===== src/rtl/hsrl_pkg.sv =====
// Shared types and codes of the hex stream register loader.
package hsrl_pkg;

  localparam int TICK_BITS = 5;
  localparam int QUEUE_DEPTH = 2;

  typedef enum logic [0:0] {
    CFG_START_ADDRESS = 1'b0,
    CFG_BYTE_COUNT    = 1'b1
  } cfg_index_e;

  typedef enum logic [1:0] {
    ST_OK          = 2'd0,
    ST_START_RANGE = 2'd1,
    ST_ZERO_COUNT  = 2'd2,
    ST_OVERRUN     = 2'd3
  } start_status_e;

  typedef enum logic [1:0] {
    KIND_START = 2'd0,
    KIND_ABORT = 2'd1,
    KIND_HEX   = 2'd2,
    KIND_JUNK  = 2'd3
  } item_kind_e;

  typedef struct packed {
    item_kind_e    kind;
    logic [3:0]    nibble;
    start_status_e status;
  } cmd_t;

endpackage


===== src/rtl/hsrl_if.sv =====
// Input and result channel interfaces of the hex stream register loader.
interface hsrl_in_if;
  logic       valid;
  logic       ready;
  logic       func;
  logic [7:0] char_code;

  modport source (output valid, output func, output char_code, input ready);
  modport sink (input valid, input func, input char_code, output ready);
endinterface

interface hsrl_out_if #(
  parameter int AW = 9
);
  localparam int CW = AW + 1;

  logic          valid;
  logic          ready;
  logic          consumed;
  logic [1:0]    start_status;
  logic          write_valid;
  logic [AW-1:0] write_address;
  logic [7:0]    write_data;
  logic          progress_tick;
  logic          load_done;
  logic          load_aborted;
  logic [CW-1:0] bytes_done;

  modport source (
    output valid, output consumed, output start_status, output write_valid,
    output write_address, output write_data, output progress_tick,
    output load_done, output load_aborted, output bytes_done, input ready
  );
  modport sink (
    input valid, input consumed, input start_status, input write_valid,
    input write_address, input write_data, input progress_tick,
    input load_done, input load_aborted, input bytes_done, output ready
  );
endinterface


===== src/rtl/hex_stream_register_loader.sv =====
// Hex stream register loader top level.
// A start transaction (func 0) checks start_address and byte_count and, when the
// check passes, arms the loader; character transactions (func 1) then pair hex
// digits into bytes, each issued as a register write at an incrementing address.
// Every input transaction yields exactly one result transaction. The block takes
// one transaction per cycle while the queue has room: the front end classifies
// it in the accepting cycle, a two-entry command queue decouples it from the
// back end, and the back end pops it, updates the loader state and registers
// the result when its output register is empty or being taken. Output stalls
// back up through the queue; input is accepted while the queue has room.
module hex_stream_register_loader
  import hsrl_pkg::*;
#(
  parameter int ADDRESS_SPACE = 512,
  localparam int AW = $clog2(ADDRESS_SPACE),
  localparam int CW = AW + 1
) (
  input  logic          clk_i,
  input  logic          rst_ni,
  input  logic          cfg_we_i,
  input  logic [0:0]    cfg_idx_i,
  input  logic [CW-1:0] cfg_data_i,
  hsrl_in_if.sink       in_i,
  hsrl_out_if.source    out_o
);

  cmd_t          front_cmd;
  cmd_t          head_cmd;
  logic          queue_full;
  logic          queue_valid;
  logic          pop;
  logic          push;
  logic [AW-1:0] start_address;
  logic [CW-1:0] byte_count;

  assign in_i.ready = !queue_full;
  assign push       = in_i.valid && !queue_full;

  hsrl_front #(
    .ADDRESS_SPACE(ADDRESS_SPACE)
  ) u_front (
    .clk_i          (clk_i),
    .rst_ni         (rst_ni),
    .cfg_we_i       (cfg_we_i),
    .cfg_idx_i      (cfg_idx_i),
    .cfg_data_i     (cfg_data_i),
    .func_i         (in_i.func),
    .char_code_i    (in_i.char_code),
    .cmd_o          (front_cmd),
    .start_address_o(start_address),
    .byte_count_o   (byte_count)
  );

  hsrl_queue u_queue (
    .clk_i     (clk_i),
    .rst_ni    (rst_ni),
    .push_i    (push),
    .push_cmd_i(front_cmd),
    .full_o    (queue_full),
    .pop_i     (pop),
    .valid_o   (queue_valid),
    .head_o    (head_cmd)
  );

  hsrl_back #(
    .ADDRESS_SPACE(ADDRESS_SPACE)
  ) u_back (
    .clk_i          (clk_i),
    .rst_ni         (rst_ni),
    .cmd_valid_i    (queue_valid),
    .cmd_i          (head_cmd),
    .pop_o          (pop),
    .start_address_i(start_address),
    .byte_count_i   (byte_count),
    .out_o          (out_o)
  );

endmodule


===== src/rtl/hsrl_front.sv =====
// Front end: configuration registers, start check and character classification.
module hsrl_front
  import hsrl_pkg::*;
#(
  parameter int ADDRESS_SPACE = 512,
  localparam int AW = $clog2(ADDRESS_SPACE),
  localparam int CW = AW + 1
) (
  input  logic          clk_i,
  input  logic          rst_ni,
  input  logic          cfg_we_i,
  input  logic [0:0]    cfg_idx_i,
  input  logic [CW-1:0] cfg_data_i,
  input  logic          func_i,
  input  logic [7:0]    char_code_i,
  output cmd_t          cmd_o,
  output logic [AW-1:0] start_address_o,
  output logic [CW-1:0] byte_count_o
);

  localparam logic [7:0] CHAR_DOT = 8'h2E;
  localparam logic [7:0] CHAR_0 = 8'h30;
  localparam logic [7:0] CHAR_9 = 8'h39;
  localparam logic [7:0] CHAR_LA = 8'h61;
  localparam logic [7:0] CHAR_LF = 8'h66;
  localparam logic [7:0] CHAR_UA = 8'h41;
  localparam logic [7:0] CHAR_UF = 8'h46;
  localparam logic [AW-1:0] ADDR_MAX = AW'(ADDRESS_SPACE - 1);
  localparam logic [CW:0] SPACE_W = (CW + 1)'(ADDRESS_SPACE);

  logic [AW-1:0] start_address_q;
  logic [CW-1:0] byte_count_q;
  logic [CW:0]   end_sum;

  always_ff @(posedge clk_i or negedge rst_ni) begin
    if (!rst_ni) begin
      start_address_q <= '0;
      byte_count_q    <= '0;
    end else if (cfg_we_i) begin
      unique case (cfg_index_e'(cfg_idx_i))
        CFG_START_ADDRESS: start_address_q <= cfg_data_i[AW-1:0];
        CFG_BYTE_COUNT:    byte_count_q <= cfg_data_i;
      endcase
    end
  end

  assign end_sum = (CW + 1)'(start_address_q) + (CW + 1)'(byte_count_q);

  always_comb begin
    cmd_o.kind   = KIND_JUNK;
    cmd_o.nibble = 4'd0;
    cmd_o.status = ST_OK;
    if (!func_i) begin
      cmd_o.kind = KIND_START;
      priority if (start_address_q > ADDR_MAX) cmd_o.status = ST_START_RANGE;
      else if (byte_count_q == '0) cmd_o.status = ST_ZERO_COUNT;
      else if (end_sum > SPACE_W) cmd_o.status = ST_OVERRUN;
      else cmd_o.status = ST_OK;
    end else begin
      priority if (char_code_i == CHAR_DOT) begin
        cmd_o.kind = KIND_ABORT;
      end else if (char_code_i >= CHAR_0 && char_code_i <= CHAR_9) begin
        cmd_o.kind   = KIND_HEX;
        cmd_o.nibble = char_code_i[3:0];
      end else if ((char_code_i >= CHAR_LA && char_code_i <= CHAR_LF) ||
                   (char_code_i >= CHAR_UA && char_code_i <= CHAR_UF)) begin
        cmd_o.kind   = KIND_HEX;
        cmd_o.nibble = 4'(char_code_i[3:0] + 4'd9);
      end else begin
        cmd_o.kind = KIND_JUNK;
      end
    end
  end

  assign start_address_o = start_address_q;
  assign byte_count_o    = byte_count_q;

endmodule


===== src/rtl/hsrl_queue.sv =====
// Short command queue between the front end and the back end.
module hsrl_queue
  import hsrl_pkg::*;
(
  input  logic clk_i,
  input  logic rst_ni,
  input  logic push_i,
  input  cmd_t push_cmd_i,
  output logic full_o,
  input  logic pop_i,
  output logic valid_o,
  output cmd_t head_o
);

  localparam int PW = $clog2(QUEUE_DEPTH);
  localparam int NW = $clog2(QUEUE_DEPTH + 1);

  cmd_t          mem_q [QUEUE_DEPTH];
  logic [PW-1:0] wr_ptr_q, wr_ptr_d;
  logic [PW-1:0] rd_ptr_q, rd_ptr_d;
  logic [NW-1:0] count_q, count_d;

  always_ff @(posedge clk_i) begin
    if (push_i) mem_q[wr_ptr_q] <= push_cmd_i;
  end

  always_comb begin
    wr_ptr_d = wr_ptr_q;
    rd_ptr_d = rd_ptr_q;
    count_d  = count_q;
    if (push_i) begin
      wr_ptr_d = (wr_ptr_q == PW'(QUEUE_DEPTH - 1)) ? '0 : PW'(wr_ptr_q + 1'b1);
    end
    if (pop_i) begin
      rd_ptr_d = (rd_ptr_q == PW'(QUEUE_DEPTH - 1)) ? '0 : PW'(rd_ptr_q + 1'b1);
    end
    unique case ({push_i, pop_i})
      2'b10:   count_d = NW'(count_q + 1'b1);
      2'b01:   count_d = NW'(count_q - 1'b1);
      default: count_d = count_q;
    endcase
  end

  always_ff @(posedge clk_i or negedge rst_ni) begin
    if (!rst_ni) begin
      wr_ptr_q <= '0;
      rd_ptr_q <= '0;
      count_q  <= '0;
    end else begin
      wr_ptr_q <= wr_ptr_d;
      rd_ptr_q <= rd_ptr_d;
      count_q  <= count_d;
    end
  end

  assign full_o  = (count_q == NW'(QUEUE_DEPTH));
  assign valid_o = (count_q != '0);
  assign head_o  = mem_q[rd_ptr_q];

endmodule


===== src/rtl/hsrl_back.sv =====
// Back end: loader state, byte assembly and the registered result stage.
module hsrl_back
  import hsrl_pkg::*;
#(
  parameter int ADDRESS_SPACE = 512,
  localparam int AW = $clog2(ADDRESS_SPACE),
  localparam int CW = AW + 1
) (
  input  logic          clk_i,
  input  logic          rst_ni,
  input  logic          cmd_valid_i,
  input  cmd_t          cmd_i,
  output logic          pop_o,
  input  logic [AW-1:0] start_address_i,
  input  logic [CW-1:0] byte_count_i,
  hsrl_out_if.source    out_o
);

  logic          loading_q, loading_d;
  logic [CW-1:0] next_addr_q, next_addr_d;
  logic [CW-1:0] bytes_left_q, bytes_left_d;
  logic [CW-1:0] bytes_written_q, bytes_written_d;
  logic [3:0]    high_q, high_d;
  logic          held_q, held_d;

  logic          out_valid_q;
  logic          consumed_q, consumed_d;
  logic [1:0]    status_q, status_d;
  logic          wr_valid_q, wr_valid_d;
  logic [AW-1:0] wr_addr_q, wr_addr_d;
  logic [7:0]    wr_data_q, wr_data_d;
  logic          tick_q, tick_d;
  logic          done_q, done_d;
  logic          abort_q, abort_d;
  logic [CW-1:0] bytes_done_q;

  assign pop_o = cmd_valid_i && (!out_valid_q || out_o.ready);

  always_comb begin
    loading_d       = loading_q;
    next_addr_d     = next_addr_q;
    bytes_left_d    = bytes_left_q;
    bytes_written_d = bytes_written_q;
    high_d          = high_q;
    held_d          = held_q;
    consumed_d      = 1'b0;
    status_d        = ST_OK;
    wr_valid_d      = 1'b0;
    wr_addr_d       = '0;
    wr_data_d       = '0;
    tick_d          = 1'b0;
    done_d          = 1'b0;
    abort_d         = 1'b0;
    if (cmd_i.kind == KIND_START) begin
      status_d = cmd_i.status;
      if (cmd_i.status == ST_OK) begin
        loading_d       = 1'b1;
        next_addr_d     = CW'(start_address_i);
        bytes_left_d    = byte_count_i;
        bytes_written_d = '0;
        held_d          = 1'b0;
      end
    end else if (loading_q) begin
      consumed_d = 1'b1;
      unique case (cmd_i.kind)
        KIND_ABORT: begin
          loading_d = 1'b0;
          abort_d   = 1'b1;
        end
        KIND_HEX: begin
          if (!held_q) begin
            high_d = cmd_i.nibble;
            held_d = 1'b1;
          end else begin
            held_d          = 1'b0;
            wr_valid_d      = 1'b1;
            wr_addr_d       = next_addr_q[AW-1:0];
            wr_data_d       = {high_q, cmd_i.nibble};
            next_addr_d     = CW'(next_addr_q + 1'b1);
            bytes_written_d = CW'(bytes_written_q + 1'b1);
            bytes_left_d    = CW'(bytes_left_q - 1'b1);
            tick_d          = (bytes_written_d[TICK_BITS-1:0] == '0);
            if (bytes_left_d == '0) begin
              loading_d = 1'b0;
              done_d    = 1'b1;
            end
          end
        end
        default: begin
        end
      endcase
    end
  end

  always_ff @(posedge clk_i or negedge rst_ni) begin
    if (!rst_ni) begin
      loading_q       <= 1'b0;
      next_addr_q     <= '0;
      bytes_left_q    <= '0;
      bytes_written_q <= '0;
      high_q          <= '0;
      held_q          <= 1'b0;
      out_valid_q     <= 1'b0;
    end else begin
      if (pop_o) begin
        loading_q       <= loading_d;
        next_addr_q     <= next_addr_d;
        bytes_left_q    <= bytes_left_d;
        bytes_written_q <= bytes_written_d;
        high_q          <= high_d;
        held_q          <= held_d;
        out_valid_q     <= 1'b1;
      end else if (out_o.ready) begin
        out_valid_q <= 1'b0;
      end
    end
  end

  always_ff @(posedge clk_i) begin
    if (pop_o) begin
      consumed_q   <= consumed_d;
      status_q     <= status_d;
      wr_valid_q   <= wr_valid_d;
      wr_addr_q    <= wr_addr_d;
      wr_data_q    <= wr_data_d;
      tick_q       <= tick_d;
      done_q       <= done_d;
      abort_q      <= abort_d;
      bytes_done_q <= bytes_written_d;
    end
  end

  assign out_o.valid         = out_valid_q;
  assign out_o.consumed      = consumed_q;
  assign out_o.start_status  = status_q;
  assign out_o.write_valid   = wr_valid_q;
  assign out_o.write_address = wr_addr_q;
  assign out_o.write_data    = wr_data_q;
  assign out_o.progress_tick = tick_q;
  assign out_o.load_done     = done_q;
  assign out_o.load_aborted  = abort_q;
  assign out_o.bytes_done    = bytes_done_q;

`ifndef ASSERT_OFF
  a_start_arms: assert property (@(posedge clk_i) disable iff (!rst_ni)
    pop_o && cmd_i.kind == KIND_START && cmd_i.status == ST_OK
    |=> loading_q && !held_q && bytes_written_q == '0)
    else $error("successful start did not arm the loader");

  a_done_idles: assert property (@(posedge clk_i) disable iff (!rst_ni)
    pop_o && done_d |=> !loading_q && bytes_left_q == '0 && out_o.load_done)
    else $error("last byte did not return the loader to idle");

  a_range_kept: assert property (@(posedge clk_i) disable iff (!rst_ni)
    loading_q |-> bytes_left_q != '0 &&
      ((CW + 1)'(next_addr_q) + (CW + 1)'(bytes_left_q)) <= (CW + 1)'(ADDRESS_SPACE))
    else $error("active load runs past the address space");
`endif

endmodule


===== src/flat_wrapper.sv =====
// flat-port wrapper written by rule: the top's interface ports become plain ports
module hex_stream_register_loader_flat import hsrl_pkg::*;
#(
  parameter int ADDRESS_SPACE = 512,
  localparam int AW = $clog2(ADDRESS_SPACE),
  localparam int CW = AW + 1
)
  (clk_i, rst_ni, cfg_we_i, cfg_idx_i, cfg_data_i, in_i_valid, in_i_func, in_i_char_code, in_i_ready, out_o_valid, out_o_consumed, out_o_start_status, out_o_write_valid, out_o_write_address, out_o_write_data, out_o_progress_tick, out_o_load_done, out_o_load_aborted, out_o_bytes_done, out_o_ready);
  hsrl_in_if in_i_i ();
  hsrl_out_if #(.AW(9)) out_o_i ();
  input  logic clk_i;
  input  logic rst_ni;
  input  logic cfg_we_i;
  input  logic [0:0] cfg_idx_i;
  input  logic [CW-1:0] cfg_data_i;
  input wire logic [$bits(in_i_i.valid)-1:0] in_i_valid;
  input wire logic [$bits(in_i_i.func)-1:0] in_i_func;
  input wire logic [$bits(in_i_i.char_code)-1:0] in_i_char_code;
  output wire logic [$bits(in_i_i.ready)-1:0] in_i_ready;
  output wire logic [$bits(out_o_i.valid)-1:0] out_o_valid;
  output wire logic [$bits(out_o_i.consumed)-1:0] out_o_consumed;
  output wire logic [$bits(out_o_i.start_status)-1:0] out_o_start_status;
  output wire logic [$bits(out_o_i.write_valid)-1:0] out_o_write_valid;
  output wire logic [$bits(out_o_i.write_address)-1:0] out_o_write_address;
  output wire logic [$bits(out_o_i.write_data)-1:0] out_o_write_data;
  output wire logic [$bits(out_o_i.progress_tick)-1:0] out_o_progress_tick;
  output wire logic [$bits(out_o_i.load_done)-1:0] out_o_load_done;
  output wire logic [$bits(out_o_i.load_aborted)-1:0] out_o_load_aborted;
  output wire logic [$bits(out_o_i.bytes_done)-1:0] out_o_bytes_done;
  input wire logic [$bits(out_o_i.ready)-1:0] out_o_ready;
  assign in_i_i.valid = in_i_valid;
  assign in_i_i.func = in_i_func;
  assign in_i_i.char_code = in_i_char_code;
  assign in_i_ready = in_i_i.ready;
  assign out_o_valid = out_o_i.valid;
  assign out_o_consumed = out_o_i.consumed;
  assign out_o_start_status = out_o_i.start_status;
  assign out_o_write_valid = out_o_i.write_valid;
  assign out_o_write_address = out_o_i.write_address;
  assign out_o_write_data = out_o_i.write_data;
  assign out_o_progress_tick = out_o_i.progress_tick;
  assign out_o_load_done = out_o_i.load_done;
  assign out_o_load_aborted = out_o_i.load_aborted;
  assign out_o_bytes_done = out_o_i.bytes_done;
  assign out_o_i.ready = out_o_ready;
  hex_stream_register_loader #(.ADDRESS_SPACE(ADDRESS_SPACE)) u_core (.clk_i(clk_i), .rst_ni(rst_ni), .cfg_we_i(cfg_we_i), .cfg_idx_i(cfg_idx_i), .cfg_data_i(cfg_data_i), .in_i(in_i_i), .out_o(out_o_i));
endmodule

===== config.mk =====
export PLATFORM = sky130hd
export DESIGN_NAME = hex_stream_register_loader_flat
export DESIGN_NICKNAME = d
export VERILOG_FILES = /design/src/rtl/hsrl_pkg.sv /design/src/rtl/hsrl_if.sv /design/src/rtl/hex_stream_register_loader.sv /design/src/rtl/hsrl_front.sv /design/src/rtl/hsrl_queue.sv /design/src/rtl/hsrl_back.sv /design/src/flat_wrapper.sv
export SDC_FILE = /design/constraint.sdc
export NUM_CORES = 1
export LEC_CHECK = 0
export BUFFER_PORTS_ARGS = -buffer_cell sky130_fd_sc_hd__buf_2
export CAP_MARGIN = 30
export CORE_UTILIZATION = 47
export DETAILED_ROUTE_END_ITERATION = 12
export PLACE_DENSITY = 0.76
export SLEW_MARGIN = 10
export SYNTH_ARGS = -nofsm -noshare
export SYNTH_HDL_FRONTEND = slang
export SYNTH_SLANG_ARGS = --single-unit

===== constraint.sdc =====
create_clock -name clk_i -period 2.8 [get_ports clk_i]
set_input_delay 0.56 -clock clk_i [delete_from_list [all_inputs] [get_ports clk_i]]
set_output_delay 0.56 -clock clk_i [all_outputs]
set_load 0.02 [all_outputs]

==> results of run 1 <==
-- state kept, by name (all words and copies together) (netlist names), 4 cells and up --
register                           count
u_core.u_queue.mem_q                  16
u_core.u_back.bytes_left_q            10
u_core.u_back.bytes_written_q         10
u_core.u_back.out_o.bytes_done        10
u_core.u_front.byte_count_o           10
u_core.u_back.next_addr_q              9
u_core.u_back.out_o.write_address      9
u_core.u_front.start_address_o         9
u_core.u_back.out_o.write_data         8
u_core.u_back.high_q                   4
-- layout make-up --
class | count | area, um2
fillers | 996 | 5160
flip-flops and latches | 109 | 2980
multi-input cells | 375 | 2540
repair buffers | 72 | 403
clock buffers | 10 | 229
well taps | 143 | 179
inverters | 25 | 93.8
clock inverters | 6 | 30.0
-- stage by stage --
stage	TNS (ns)	total power, W	hold WS, ns	utilization (%)
floorplan	0	0.00428	0.264	-
global placement	0	0.00484	0.469	53.0
detailed placement	-0.00485	0.00494	0.485	53.0
CTS	0	0.00609	0.189	55.3
global route	0	0.00650	0.202	55.6
finish	0	0.00610	0.171	55.6
-- power by group through the flow --
stage	Combinational, W	Clock [W]	Sequential [W]
after floorplan	0.00152	0	0.00276
after global placement	0.00222	0	0.00262
after detailed placement	0.00229	0	0.00265
after CTS	0.00231	0.00116	0.00262
after global routing	0.00258	0.00123	0.00269
final	0.00234	0.00114	0.00263
-- layer usage --
layer	part of all wire [%]	global-route usage [%]	wire, um	vias up
li1	-	-	-	2075
met1	44	28.1	5350	2057
met3	5.8	4.48	705	31
met4	3.0	10.5	371	0
met5	0	0	0	-
met2	47	32.1	5790	160
-- cell usage after synthesis (all sizes together) (2+ instances only) --
library cell	instances	area share (%)
nand4	5	0.55
inv	25	1.6
edfxtp	50	26
mux2i	11	1.9
a41oi	2	0.31
a2bb2oi	2	0.31
nor2b	4	0.44
a22o	2	0.31
nor4	4	0.44
o311ai	2	0.31
a21o	4	0.53
mux2	22	4.4
nor3b	3	0.40
and3	5	0.55
a31oi	3	0.33
o22ai	2	0.22
xnor2	12	1.8
and2	15	1.6
a211oi	3	0.48
o21ai	47	4.2
dfrtp	59	26
nand3	19	1.8
o211ai	7	1.1
or2	3	0.33
o2bb2ai	2	0.31
nor2	46	3.1
a22oi	4	0.62
xor2	2	0.31
nor4b	2	0.31
nand2b	7	0.77
nand2	30	2.0
buf	12	1.3
nor3	12	1.1
a21oi	38	3.8
clkbuf	9	0.59
or3	5	0.55
ha	19	4.2
or4	4	0.53
o31ai	9	1.2
-- worst max-delay path by stage --
stage                                            startpoint                          to  slack (ns)
after floorplan                                 out_o_ready     u_core.u_back.high_q[2]        0.12
after global placement    u_core.u_front.start_address_o[0]  u_core.u_queue.mem_q[0][1]        0.08
after detailed placement  u_core.u_front.start_address_o[0]  u_core.u_queue.mem_q[1][1]      -0.002
after CTS                 u_core.u_front.start_address_o[0]  u_core.u_queue.mem_q[0][1]        0.06
after global routing      u_core.u_front.start_address_o[0]  u_core.u_queue.mem_q[0][0]        0.02
final                     u_core.u_front.start_address_o[0]  u_core.u_queue.mem_q[0][1]        0.18
-- kinds of logic (layout without fill, tap and decap cells) --
logic type,Yosys count,after routing,share of synthesized area [%]
AO/OA/AOI/OAI,138,138,15.7
buffers and inverters,46,113,3.50
multiplexers,33,33,6.29
adder cells (fa/ha/maj),20,20,4.53
XOR/XNOR,14,14,2.16
flip-flops,109,109,52.4
AND/OR/NAND/NOR,170,170,15.5
-- timing repair --
item | 4_1_cts | 5_1_grt
setup endpoints to repair | 2 | 4
setup buffers | 0 | 1
pin swaps | 0 | 2
resized for setup | 1 | 4
==> results.json, run 1 <==
{
  "hp-class": "in -> async",
  "slew_headroom_pct": 38.0,
  "port-buffer-count": 60,
  "dp_hpwl_um": 8830,
  "crit_path_end_kind": "register",
  "cts_root_buf": "clkbuf_16",
  "critPathBufInv": 1,
  "crit_type": "reg -> reg",
  "critPathRequiredTime_ns": 2.89,
  "power_switching_w": 0.00240,
  "startpoint_type": "register",
  "slew_viol_final": 0,
  "cts.path.max_buffers": 2,
  "p_leak_nw": 2.67,
  "clkPwrFrac_pct": 18.6,
  "grtUsageTotal_pct": 20.8,
  "final_nets": 637,
  "syn_area_mm2": 0.00569,
  "vias_per_cell": 5.84,
  "die-area_mm2": 0.0125,
  "dpl.cell_count": 723,
  "grt_pass1_vias": 4217,
  "crit_fanout": 3,
  "ios": 61,
  "area_growth_pct": 13.5,
  "r2r-end": "u_core.u_queue.mem_q[0][1]",
  "gp_congestion": 0.843,
  "grt_max_degree": 43,
  "grt_setup_unrepaired": "no",
  "synth_nets": 575,
  "clock_latency_ns": 0.35,
  "synth_edf_count": 50,
  "outcome": "finished with violations",
  "crit_cells": 9,
  "tritoncts": "built",
  "cellPowerDensity_mw_per_mm2": 946,
  "seq_area_frac_synth_pct": 52.4,
  "fp.dieW_um": 112,
  "reg2regPathDepth": 9,
  "cts_made_buffers": 9,
  "drc": 4,
  "p_int_w": 0.00370,
  "ys.flop_type": "dfrtp_1",
  "setup_violations": 0,
  "pre_cts_slack_ns": -0.00243,
  "worst_pin_slew_ns": 0.928,
  "clkSlewWorstSetupHoldPaths_ns": 0.07,
  "r2r_start": "u_core.u_front.start_address_o[0]",
  "finalWorstSetupSlack_ns": 0.178,
  "period_needed_ns": 2.62,
  "layout_common_cells": "buf_2 (60), dfrtp_1 (59), edfxtp_1 (50)",
  "die-height_um": 112,
  "r2r_slack_ns": 0.18,
  "avgSynthCellArea_um2": 10.7,
  "start_util_pct": 49.0,
  "core-area_mm2": 0.0116,
  "placed_area_mm2": 0.00616,
  "first_iter_violations": 352,
  "cp_cell_sequence": "ha_1 -> inv_1 -> fa_1 -> xnor2_1 -> nor3b_1 -> o211ai_1 -> or4_4 -> nor4_4 -> a21oi_1",
  "ys_warn_count": 0,
  "finalHoldViolations": 0,
  "stdcell_area_mm2": 0.00645,
  "synth_seq_cells": 109,
  "antenna_found_initial": 0,
  "htree_num_levels": 3,
  "p_comb_share_pct": 38.3,
  "crit_slowest_cell": "or4_4",
  "antenna_cells": 0,
  "dr.pass1.iters": 9,
  "slowest_delay_ns": 0.55,
  "postRouteAntennaNets": 0,
  "grt_pass1_wl_um": 20500,
  "cap_violations": 0,
  "async_flop_share_pct": 54.1,
  "drive_gt1_share_pct": 21.8,
  "gr-total-overflow": 0,
  "synth_cells": 530,
  "arrival_ns": 2.71,
  "fin_crit_sh_pct": 93.6,
  "num_rows": 39,
  "totalWireLength_um": 12200,
  "clock_skew_ns": 0.00563,
  "violations": "design-rule violations",
  "ctsHoldBuffers": 0,
  "final_common_cell": "buf_2",
  "irDropWorstVdd_uv": 392,
  "switching_share_pct": 39.3,
  "yosysUniqueCellTypes": 69,
  "crit_family": "simple AND/OR/NAND/NOR gates",
  "wl_per_cell_um": 16.5,
  "final_cells": 740,
  "max_freq_mhz": 381,
  "vias": 4323,
  "seqPwrFrac_pct": 43.1,
  "clock-sinks": 109
}
Note: power is estimated with default switching activity, not from simulation.
==> inputs of run 2 (changes only) <==
- CORE_UTILIZATION: 47 -> 50
- GPL_ROUTABILITY_DRIVEN: not set -> 0
- PLACE_DENSITY: 0.76 -> 0.8
- SLEW_MARGIN: 10 -> 20
==> run 2 against run 1 <==
Final cell count stayed put. Utilization increased by 4.0 points. Cell area up 1.3%. Clock power increased by 21%. Worst setup slack worse by 0.078 ns. Die area down 5.9%. Total power rose by 4.1%. The run now ends clean. Via count increased by 0.37%. Clock-buffer cell count grew 1.
==> results.json, run 2 (synthesized netlist as in run 1, its figures left out) <==
{
  "outcome": "complete, no violations",
  "wl_per_cell_um": 16.1,
  "multi_input_area_mm2": 0.00254,
  "hp-class": "in -> async",
  "clock_latency_ns": 0.35,
  "cp_cell_sequence": "ha_1 -> inv_1 -> fa_2 -> nor3b_2 -> o211ai_1 -> or4_4 -> nor4_4 -> nor4_1",
  "fin_crit_sh_pct": 96.4,
  "cellPowerDensity_mw_per_mm2": 972,
  "slowest_delay_ns": 0.55,
  "critPathLaunch": "u_core.u_front.byte_count_o[0]",
  "gr-total-overflow": 0,
  "seqPwrFrac_pct": 41.3,
  "grt_max_degree": 44,
  "dr.pass1.iters": 5,
  "ctsHoldBuffers": 0,
  "start_util_pct": 51.8,
  "tritoncts": "built",
  "critPathRequiredTime_ns": 2.87,
  "crit_type": "reg -> reg",
  "cts_made_buffers": 9,
  "critPathBufInv": 1,
  "final_cells": 740,
  "arrival_ns": 2.77,
  "port-buffer-count": 60,
  "postRouteAntennaNets": 0,
  "first_iter_violations": 393,
  "dp_hpwl_um": 8670,
  "period_needed_ns": 2.70,
  "vias": 4339,
  "drc": 0,
  "p_int_w": 0.00393,
  "placed_area_mm2": 0.00615,
  "grtUsageTotal_pct": 21.8,
  "r2r_slack_ns": 0.1,
  "crit_family": "simple AND/OR/NAND/NOR gates",
  "totalWireLength_um": 11900,
  "num_rows": 38,
  "stdcell_area_mm2": 0.00654,
  "worst_pin_slew_ns": 0.830,
  "slew_headroom_pct": 44.6,
  "die-area_mm2": 0.0118,
  "slew_viol_final": 0,
  "reg2regPathDepth": 8,
  "switching_share_pct": 38.1,
  "grt_pass1_vias": 4058,
  "max_freq_mhz": 370,
  "layout_common_cells": "buf_2 (60), dfrtp_1 (59), edfxtp_1 (50)",
  "crit_slowest_cell": "fa_2",
  "crit_fanout": 3,
  "clock_skew_ns": 0.00852,
  "dpl.cell_count": 721,
  "finalHoldViolations": 0,
  "antenna_found_initial": 0,
  "ios": 61,
  "antenna_cells": 0,
  "die-height_um": 109,
  "crit_path_end_kind": "register",
  "grt_pass1_wl_um": 19800,
  "clock-sinks": 109,
  "cts_root_buf": "clkbuf_16",
  "vias_per_cell": 5.86,
  "clkPwrFrac_pct": 21.7,
  "core-area_mm2": 0.0110,
  "area_growth_pct": 15.0,
  "final_common_cell": "buf_2",
  "drive_gt1_share_pct": 22.7,
  "setup_violations": 0,
  "final_nets": 640,
  "fill_cells": 904,
  "largest_reg_flops": 16,
  "grt_setup_unrepaired": "no",
  "clkSlewWorstSetupHoldPaths_ns": 0.07,
  "irDropWorstVdd_uv": 366,
  "top_register": "u_core.u_queue.mem_q",
  "startpoint_type": "register",
  "cts.path.max_buffers": 2,
  "cap_violations": 0,
  "htree_num_levels": 3,
  "seq_area_mm2": 0.00298,
  "p_comb_share_pct": 37.1,
  "fp.dieW_um": 109,
  "r2r-end": "u_core.u_queue.mem_q[0][0]",
  "r2r_start": "u_core.u_front.byte_count_o[0]",
  "p_leak_nw": 2.71,
  "power_switching_w": 0.00242
}
## run 2: changes by cell type in the layout (fill, tap and decap cells not counted), sizes merged
| cell | previous run | this run |
|---|---|---|
| buf | 72 | 75 |
| bufinv | 0 | 2 |
| clkbuf | 10 | 11 |
| inv | 25 | 26 |
| clkinvlp | 1 | 0 |
| clkinv | 5 | 2 |
## run 2: worst max-delay path by stage
stage                                      end  slack [ns]  cells after the start
floorplan              u_core.u_back.high_q[2]        0.12                      6
global placement    u_core.u_queue.mem_q[0][1]        0.08                      9
detailed placement  u_core.u_queue.mem_q[1][1]       -0.06                      9
CTS                 u_core.u_queue.mem_q[1][1]        0.05                      9
global route        u_core.u_queue.mem_q[1][1]       0.003                      7
finish              u_core.u_queue.mem_q[0][0]         0.1                      8
## run 2: repair_timing
item                       4_1_cts  5_1_grt
hold endpoints to repair         0        0
resized for setup                1        5
setup buffers                    0        2
pin swaps                        1        2
setup endpoints to repair        4        4
## run 2: worst register-to-register path: stages, from the launching register on
cell and delay (ns):
dfrtp_1 0.36, ha_1 0.18, inv_1 0.07, fa_2 0.55
nor3b_2 0.18, o211ai_1 0.13, or4_4 0.55, nor4_4 0.31
nor4_1 0.10
## run 2: power by group through the flow
stage,Sequential (W),Clock [W],Combinational [W]
after floorplan,0.00276,0,0.00152
after global placement,0.00262,0,0.00222
after detailed placement,0.00264,0,0.00229
after CTS,0.00262,0.00140,0.00231
after global routing,0.00268,0.00145,0.00260
final,0.00262,0.00138,0.00236
## run 2: routing by layer
layer / part of all wire, % / track usage (%) / vias to the layer above
met2: 48 / 36.5 / 153
li1: - / - / 2077
met3: 5.3 / 2.15 / 17
met5: 0 / 0 / -
met1: 44 / 29.6 / 2092
met4: 2.0 / 8.01 / 0
## run 2: final cells by class
class / instances / area share [%]
sequential: 109 / 45.5
tap: 140 / 2.68
timing repair buffer: 75 / 6.51
inverter: 25 / 1.44
clock inverter: 5 / 1.26
multi-input combinational: 375 / 38.9
clock buffer: 11 / 3.71
## run 2: through the flow
stage          TNS (ns)  setup slack (ns)  hold slack, ns  utilization (%)  total power [W]
6_report              0            0.0997          0.0858             59.5          0.00635
5_1_grt               0           0.00323          0.0975             59.5          0.00673
4_1_cts               0            0.0508           0.406             59.0          0.00632
3_5_place_dp     -0.208           -0.0582           0.480             56.0          0.00493
3_3_place_gp          0            0.0813           0.469             56.0          0.00484
2_1_floorplan         0             0.121           0.264                -          0.00428
